### src/hw/rtl/ashc_pkg.sv
`timescale 1ns / 1ps

package ashc_pkg;

  typedef enum logic {
    MODE_SOFT = 1'b0,
    MODE_HARD = 1'b1
  } clip_mode_t;

  // fixed datapath widths, set by the soft knee (|s| <= 3.0 in q3.12)
  localparam int MAG_W = 14;   // |s| <= 12288
  localparam int SQ_W  = 28;   // s^2
  localparam int KSQ_W = 30;   // k + s^2
  localparam int NUM_W = 45;   // 4*|s|*(k + s^2)
  localparam int DEN_W = 31;   // k + 9*s^2
  localparam int DIV_W = 46;   // 2*num + den
  localparam int DVS_W = 32;   // 2*den
  localparam int Q_W   = 15;   // rounded quotient, at most 16384
  localparam int OUT_W = 16;

  localparam int unsigned PADE_K = 32'd452984832;  // 27 * 2^24
  localparam int SOFT_KNEE = 12288;
  localparam int HARD_KNEE = 4096;
  localparam int OUT_ONE   = 16384;

endpackage

### src/hw/rtl/audio_soft_hard_clipper_unit.sv
`timescale 1ns / 1ps

// channel  | handshake             | payload
// ---------+-----------------------+-------------------------------------
// in       | in_valid / in_stall   | sample_in  (SAMPLE_WIDTH, signed q3.12)
// out      | out_valid / out_stall | sample_out (16, signed q1.14)
// config   | cfg_we                | cfg_wdata  (clip_mode, 1 bit)
//
// one item per cycle while in_stall is low
// the pipeline has 4 operand stages, 15 divider stages (one quotient bit each) and the output register
// rst is synchronous: clears the pipeline valid bits, skid buffer and clip_mode
// a stall on out parks one item in a skid register; in_stall follows that register
// so the pipeline freezes while that register is full and no item is lost or repeated

module audio_soft_hard_clipper_unit
  import ashc_pkg::*;
#(
  parameter int SAMPLE_WIDTH = 16
) (
  input  logic                           clk,
  input  logic                           rst,
  input  logic                           cfg_we,
  input  logic                           cfg_wdata,
  input  logic                           in_valid,
  output logic                           in_stall,
  input  logic signed [SAMPLE_WIDTH-1:0] sample_in,
  output logic                           out_valid,
  input  logic                           out_stall,
  output logic signed [OUT_W-1:0]        sample_out
);

  localparam int EXT_W = (SAMPLE_WIDTH > OUT_W) ? SAMPLE_WIDTH : OUT_W;
  localparam int NST   = 4 + Q_W;

  localparam logic signed [EXT_W-1:0] SOFT_POS = EXT_W'(SOFT_KNEE);
  localparam logic signed [EXT_W-1:0] SOFT_NEG = -EXT_W'(SOFT_KNEE);
  localparam logic signed [EXT_W-1:0] HARD_POS = EXT_W'(HARD_KNEE);
  localparam logic signed [EXT_W-1:0] HARD_NEG = -EXT_W'(HARD_KNEE);
  localparam logic signed [OUT_W-1:0] ONE_POS  = OUT_W'(OUT_ONE);
  localparam logic signed [OUT_W-1:0] ONE_NEG  = -OUT_W'(OUT_ONE);

  clip_mode_t clip_mode;

  logic adv;
  logic v [NST];
  logic neg [NST];
  logic byp [NST];
  logic [OUT_W-1:0] bypv [NST];

  logic [MAG_W-1:0] mag_a;
  logic [MAG_W-1:0] mag_b;
  logic [SQ_W-1:0]  sq_b;
  logic [NUM_W-1:0] num_c;
  logic [DEN_W-1:0] den_c;
  logic [DIV_W-1:0] rem [Q_W+1];
  logic [DVS_W-1:0] dvs [Q_W+1];
  logic [Q_W-1:0]   quo [Q_W+1];

  logic ov;
  logic [OUT_W-1:0] od;
  logic skv;
  logic [OUT_W-1:0] skd;

  // stage 0 front end
  logic signed [EXT_W-1:0] s_ext;
  logic [EXT_W-1:0]        s_abs;
  logic                    neg_next;
  logic                    byp_next;
  logic [OUT_W-1:0]        bypv_next;
  logic [MAG_W-1:0]        mag_next;

  always_comb begin
    s_ext    = EXT_W'(sample_in);
    neg_next = s_ext < 0;
    s_abs    = neg_next ? EXT_W'(-s_ext) : EXT_W'(s_ext);
    mag_next = s_abs[MAG_W-1:0];
    byp_next = 1'b1;
    unique case (clip_mode)
      MODE_HARD: begin
        if (s_ext > HARD_POS) begin
          bypv_next = ONE_POS;
        end else if (s_ext < HARD_NEG) begin
          bypv_next = ONE_NEG;
        end else begin
          bypv_next = {s_ext[MAG_W-1:0], 2'b00};
        end
      end
      MODE_SOFT: begin
        if (s_ext > SOFT_POS) begin
          bypv_next = ONE_POS;
        end else if (s_ext < SOFT_NEG) begin
          bypv_next = ONE_NEG;
        end else begin
          bypv_next = '0;
          byp_next  = 1'b0;
        end
      end
      default: begin
        bypv_next = '0;
        byp_next  = 1'b0;
      end
    endcase
  end

  // stage 1: square, stage 2: numerator and denominator, stage 3: divider operands
  logic [SQ_W-1:0]  sq_next;
  logic [KSQ_W-1:0] ksq;
  logic [NUM_W-1:0] prod;
  logic [NUM_W-1:0] num_next;
  logic [DEN_W-1:0] den_next;
  logic [DIV_W-1:0] dividend_next;
  logic [DVS_W-1:0] divisor_next;

  always_comb begin
    sq_next       = SQ_W'(mag_a) * SQ_W'(mag_a);
    ksq           = KSQ_W'(PADE_K) + KSQ_W'(sq_b);
    prod          = NUM_W'(ksq) * NUM_W'(mag_b);
    num_next      = prod << 2;
    den_next      = DEN_W'(PADE_K) + (DEN_W'(sq_b) << 3) + DEN_W'(sq_b);
    // (2*num + den) / (2*den) gives round half up on the magnitude
    dividend_next = {num_c, 1'b0} + DIV_W'(den_c);
    divisor_next  = {den_c, 1'b0};
  end

  assign adv      = !skv;
  assign in_stall = skv;

  always_ff @(posedge clk) begin
    if (rst) begin
      clip_mode <= MODE_SOFT;
    end else if (cfg_we) begin
      clip_mode <= clip_mode_t'(cfg_wdata);
    end
  end

  always_ff @(posedge clk) begin
    if (rst) begin
      for (int k = 0; k < NST; k++) begin
        v[k] <= 1'b0;
      end
    end else if (adv) begin
      v[0] <= in_valid;
      for (int k = 1; k < NST; k++) begin
        v[k] <= v[k-1];
      end
    end
  end

  always_ff @(posedge clk) begin
    if (adv) begin
      neg[0]  <= neg_next;
      byp[0]  <= byp_next;
      bypv[0] <= bypv_next;
      for (int k = 1; k < NST; k++) begin
        neg[k]  <= neg[k-1];
        byp[k]  <= byp[k-1];
        bypv[k] <= bypv[k-1];
      end
      mag_a  <= mag_next;
      mag_b  <= mag_a;
      sq_b   <= sq_next;
      num_c  <= num_next;
      den_c  <= den_next;
      rem[0] <= dividend_next;
      dvs[0] <= divisor_next;
      quo[0] <= '0;
    end
  end

  // restoring divider, one quotient bit per stage, msb first
  for (genvar k = 1; k <= Q_W; k++) begin : g_div
    localparam int SH = Q_W - k;
    logic [DIV_W-1:0] trial;
    logic             take;

    always_comb begin
      trial = DIV_W'(dvs[k-1]) << SH;
      take  = rem[k-1] >= trial;
    end

    always_ff @(posedge clk) begin
      if (adv) begin
        rem[k] <= take ? rem[k-1] - trial : rem[k-1];
        dvs[k] <= dvs[k-1];
        quo[k] <= {quo[k-1][Q_W-2:0], take};
      end
    end
  end

  // sign and saturate at the tail, or pass the bypass value
  logic [Q_W-1:0]   q_sat;
  logic [OUT_W-1:0] res_mag;
  logic [OUT_W-1:0] res;

  always_comb begin
    q_sat   = (quo[Q_W] > Q_W'(OUT_ONE)) ? Q_W'(OUT_ONE) : quo[Q_W];
    res_mag = OUT_W'(q_sat);
    if (byp[NST-1]) begin
      res = bypv[NST-1];
    end else if (neg[NST-1]) begin
      res = -res_mag;
    end else begin
      res = res_mag;
    end
  end

  // output register with a skid entry behind it
  always_ff @(posedge clk) begin
    if (rst) begin
      ov  <= 1'b0;
      skv <= 1'b0;
    end else if (!ov || !out_stall) begin
      ov  <= skv || (adv && v[NST-1]);
      skv <= 1'b0;
    end else if (adv && v[NST-1]) begin
      skv <= 1'b1;
    end
  end

  always_ff @(posedge clk) begin
    if (!ov || !out_stall) begin
      od <= skv ? skd : res;
    end
    if (adv && ov && out_stall) begin
      skd <= res;
    end
  end

  assign out_valid  = ov;
  assign sample_out = od;

  a_skid_only_on_stall: assert property (@(posedge clk) disable iff (rst)
    skv |-> $past(ov && out_stall))
    else $error("skid entry held without an output stall");

  a_skid_drains: assert property (@(posedge clk) disable iff (rst)
    (ov && !out_stall) |=> !skv)
    else $error("skid entry not drained after output transfer");

  a_out_range: assert property (@(posedge clk) disable iff (rst)
    out_valid |-> ($signed(sample_out) <= ONE_POS && $signed(sample_out) >= ONE_NEG))
    else $error("output sample beyond unity");

  a_frozen_when_skid: assert property (@(posedge clk) disable iff (rst)
    skv |=> $stable(v[NST-1]))
    else $error("pipeline moved while skid entry full");

endmodule

### config.mk
export PLATFORM = sky130hd
export DESIGN_NAME = audio_soft_hard_clipper_unit
export DESIGN_NICKNAME = d
export VERILOG_FILES = /design/src/hw/rtl/ashc_pkg.sv /design/src/hw/rtl/audio_soft_hard_clipper_unit.sv
export SDC_FILE = /design/constraint.sdc
export NUM_CORES = 2
export LEC_CHECK = 0
export ABC_AREA = 1
export BUFFER_PORTS_ARGS = -buffer_cell sky130_fd_sc_hd__buf_4
export CORE_ASPECT_RATIO = 0.5
export CORE_MARGIN = 5
export CORE_UTILIZATION = 44
export CTS_BUF_LIST = sky130_fd_sc_hd__clkbuf_16
export CTS_CLUSTER_SIZE = 20
export DETAILED_ROUTE_END_ITERATION = 7
export SLEW_MARGIN = 20
export SYNTH_ARGS = -nofsm -noshare
export SYNTH_HDL_FRONTEND = slang
export SYNTH_SLANG_ARGS = --single-unit
export TNS_END_PERCENT = 1
### constraint.sdc
create_clock -name clk -period 60.4 [get_ports clk]
set_clock_uncertainty 0.15 [all_clocks]
set_input_delay 3.02 -clock clk [delete_from_list [all_inputs] [get_ports clk]]
set_output_delay 3.02 -clock clk [all_outputs]
set_load 0.05 [all_outputs]
==> results.sh <==
export IMPL_run_status="complete, no violations"
export IMPL_i_o_pin_cnt=40
export IMPL_timing_max_transition_violations_final=0
export IMPL_post_synth_num_cell_types=66
export IMPL_commonest_non_fill_non_tap_cell_in_the_layout="nand2_1"
export IMPL_fmax_ghz=0.138
export IMPL_path_max_fanout=15
export IMPL_critPathKind="flip-flop to flip-flop"
export IMPL_layout_worst_path_cycle_share_pct=12.0
export IMPL_avgRoutedWirePerCell_um=20.9
export IMPL_postSynth_topFlopCell="edfxtp_1"
export IMPL_detail_route_iter0_violations=7711
export IMPL_cts_clk_slew_worst_paths_ps=70
export IMPL_syn_inst=13000
export IMPL_clock_tree_from_tritoncts="yes"
export IMPL_rsz0062_at_grt="false"
export IMPL_cts_root_buffer_cell="clkbuf_16"
export IMPL_multiplexer_share_of_the_synthesized_area_pct=0.00977
export IMPL_vias=87800
export IMPL_initial_utilization_pct=44.4
export IMPL_arrival_ps=7670
export IMPL_async_flop_share_pct=0
export IMPL_area_delta_synth_final_pct=8.38
export IMPL_xor_xnor_share_of_the_synthesized_area_pct=3.72
export IMPL_proportion_of_synthesized_chip_area_in_sequential_cells_pct=44.2
export IMPL_grt_first_pass_wirelength_um=530000
export IMPL_hold_class="flip-flop to flip-flop"
export IMPL_postRouteAntennaNets=0
export IMPL_grt_use_met2_pct=43.1
export IMPL_grt_pass1_vias=86500
export IMPL_cts_max_path_bufs=4
export IMPL_die_height_um=372
export IMPL_post_cts_setup_buffer_count=0
export IMPL_finalSetupTns_ps=0
export IMPL_routed_via_density=5.25
export IMPL_cap_viol_max_count=0
export IMPL_worst_skew_pair_late_latency_ps=870
export IMPL_yosys_warnings=0
export IMPL_synth_adder_area_share_pct=15.8
export IMPL_layout_common_cells="3258 x nand2_1, 2259 x inv_1, 1697 x edfxtp_1"
export IMPL_synth_top_family_by_area="simple AND/OR/NAND/NOR gates"
export IMPL_gr_usage_met3_pct=2.52
export IMPL_antenna_violations_before_repair=3
export IMPL_grt_start_max_net_pins=167
export IMPL_postSynthRegisterBits=1700
export IMPL_grt_ovfl_total=0
export IMPL_synthesized_area_fraction_occupied_by_ao_oa_aoi_and_oai_cells_pct=8.81
export IMPL_yosys_area_top_type="edfxtp_1"
export IMPL_crit_required_ps=60820
export IMPL_synthTopCellsByArea="edfxtp_1 44%, nand2_1 11%, ha_1 8.1%"
export IMPL_finalWirelength_um=350000
export IMPL_design_die_area_sq_um=273000
export IMPL_cts_inserted_buffers=171
export IMPL_layout_drive_gt1_share_pct=3.88
export IMPL_finalHoldViolCount=0
export IMPL_cts_htree_levels=4
export IMPL_post_cts_resized=0
export IMPL_worst_setup_path_start_kind="flip-flop"
export IMPL_synth_cell_area_sq_um=115000
export IMPL_hold_fix_buffer_count_after_cts=0
export IMPL_core_region_area_sq_um=260000
export IMPL_grt_busiest_layer="met2"
export IMPL_gp_routability_congestion=0.951
export IMPL_sinks_on_clock_net=1700
export IMPL_nets=14300
export IMPL_min_period_ps=7250
export IMPL_portBuffers=39
export IMPL_slew_limit_headroom_pct=23.6
export IMPL_syn_mean_instance_area_sq_um=8.84
export IMPL_drt_pass1_iter_count=6
export IMPL_dp_hpwl_um=282000
export IMPL_count_of_standard_cell_rows=132
export IMPL_synth_enable_flop_cells=1697
export IMPL_yosys_area_share_simple_pct=19.1
export IMPL_setup_viol=0
export IMPL_chipWidth_um=734
export IMPL_setup_worst_path_end_class="flip-flop"
export IMPL_gr_usage_all_layers_pct=25.4
export IMPL_max_slew_worst_pin_slew_ps=1150
export IMPL_route_detailed_drc=0
export IMPL_grt_use_met1_pct=34.5
export IMPL_synthDominantCellAreaShare_pct=44.2
## Yosys cell counts, types with 93 or more instances
cell,n
nand4_1,109
edfxtp_1,1697
clkbuf_1,93
nand3_1,479
xnor2_1,217
fa_1,445
inv_1,2239
o21ai_0,573
nand2_1,3258
nor2_1,1184
nor3_1,146
ha_1,746
a31oi_1,98
xor2_1,273
a21oi_1,708
## per-layer routing
metal  routed length, um  up-vias
li1                    -    42800
met4               11900        0
met5                   0        -
met2              165000     2350
met1              156000    42100
met3               16800      482
## cell families after synthesis
| group | Yosys count |
|---|---|
| adders and majority gates | 1191 |
| xor gates and xnor gates | 490 |
| AOI/OAI and AO/OA | 1800 |
| buffers and inverters | 2451 |
| and+or+nand+nor | 5406 |
| other | 2 |
| muxes | 1 |
| DFF | 1700 |
## registers in the layout, summed over array words and instances, names as in the netlist
name	count
byp	19
bypv	266
clip_mode	1
den_c	29
dvs	421
in_stall	1
mag_a	14
mag_b	14
neg	19
num_c	43
out_valid	1
quo	120
rem	675
sample_out	16
skd	16
sq_b	26
v	19
## final timing paths
path | start | endpoint | slack [ps] | depth (start not counted)
worst max-delay path | sq_b[26] | num_c[44] | 53150 | 24
worst min-delay path | quo[1][75] | quo[1][91] | 230 | 0
worst max register to register | sq_b[26] | num_c[44] | 53150 | 24
worst min register to register | quo[1][75] | quo[1][91] | 230 | 0
## worst max-delay path, cell delays in order, from the launching register on
cell,delay (ps)
edfxtp_1,480
ha_1,220
a21oi_1,190
nand2_1,330
nand2_1,320
clkinv_1,330
nor2_1,220
fa_1,450
inv_1,90
fa_1,420
fa_1,510
inv_1,50
fa_1,470
fa_1,550
inv_1,50
fa_1,530
inv_1,40
ha_1,360
a21oi_1,280
o21ai_0,210
a21oi_1,220
nor2_1,60
a211oi_1,210
nand3_1,120
xor2_1,150
## per-stage QoR
step	util, %	area (sq um)	instances	setup slack, ps	hold slack (ps)
2_1_floorplan	-	115000	13000	12560	250
3_3_place_gp	45.9	119000	16400	53150	250
3_5_place_dp	45.9	119000	16400	53070	255
4_1_cts	48.1	125000	16700	53080	227
5_1_grt	48.1	125000	16700	52670	237
6_report	48.1	125000	16700	53150	234
## layout make-up
cell class                 instances  area (sq um)
fill                           25000        135000
antenna                            4          10.0
inverter                        2261          8500
multi-input combinational       8896         54800
sequential                      1700         51000
tap                             3484          4360
timing repair buffer              83           656
clock buffer                     173          4330
clock inverter                   128          1270
Power is left out: the tool's default activity adds up to more than one toggle a clock period on the data nets, which glitch-free logic cannot reach.
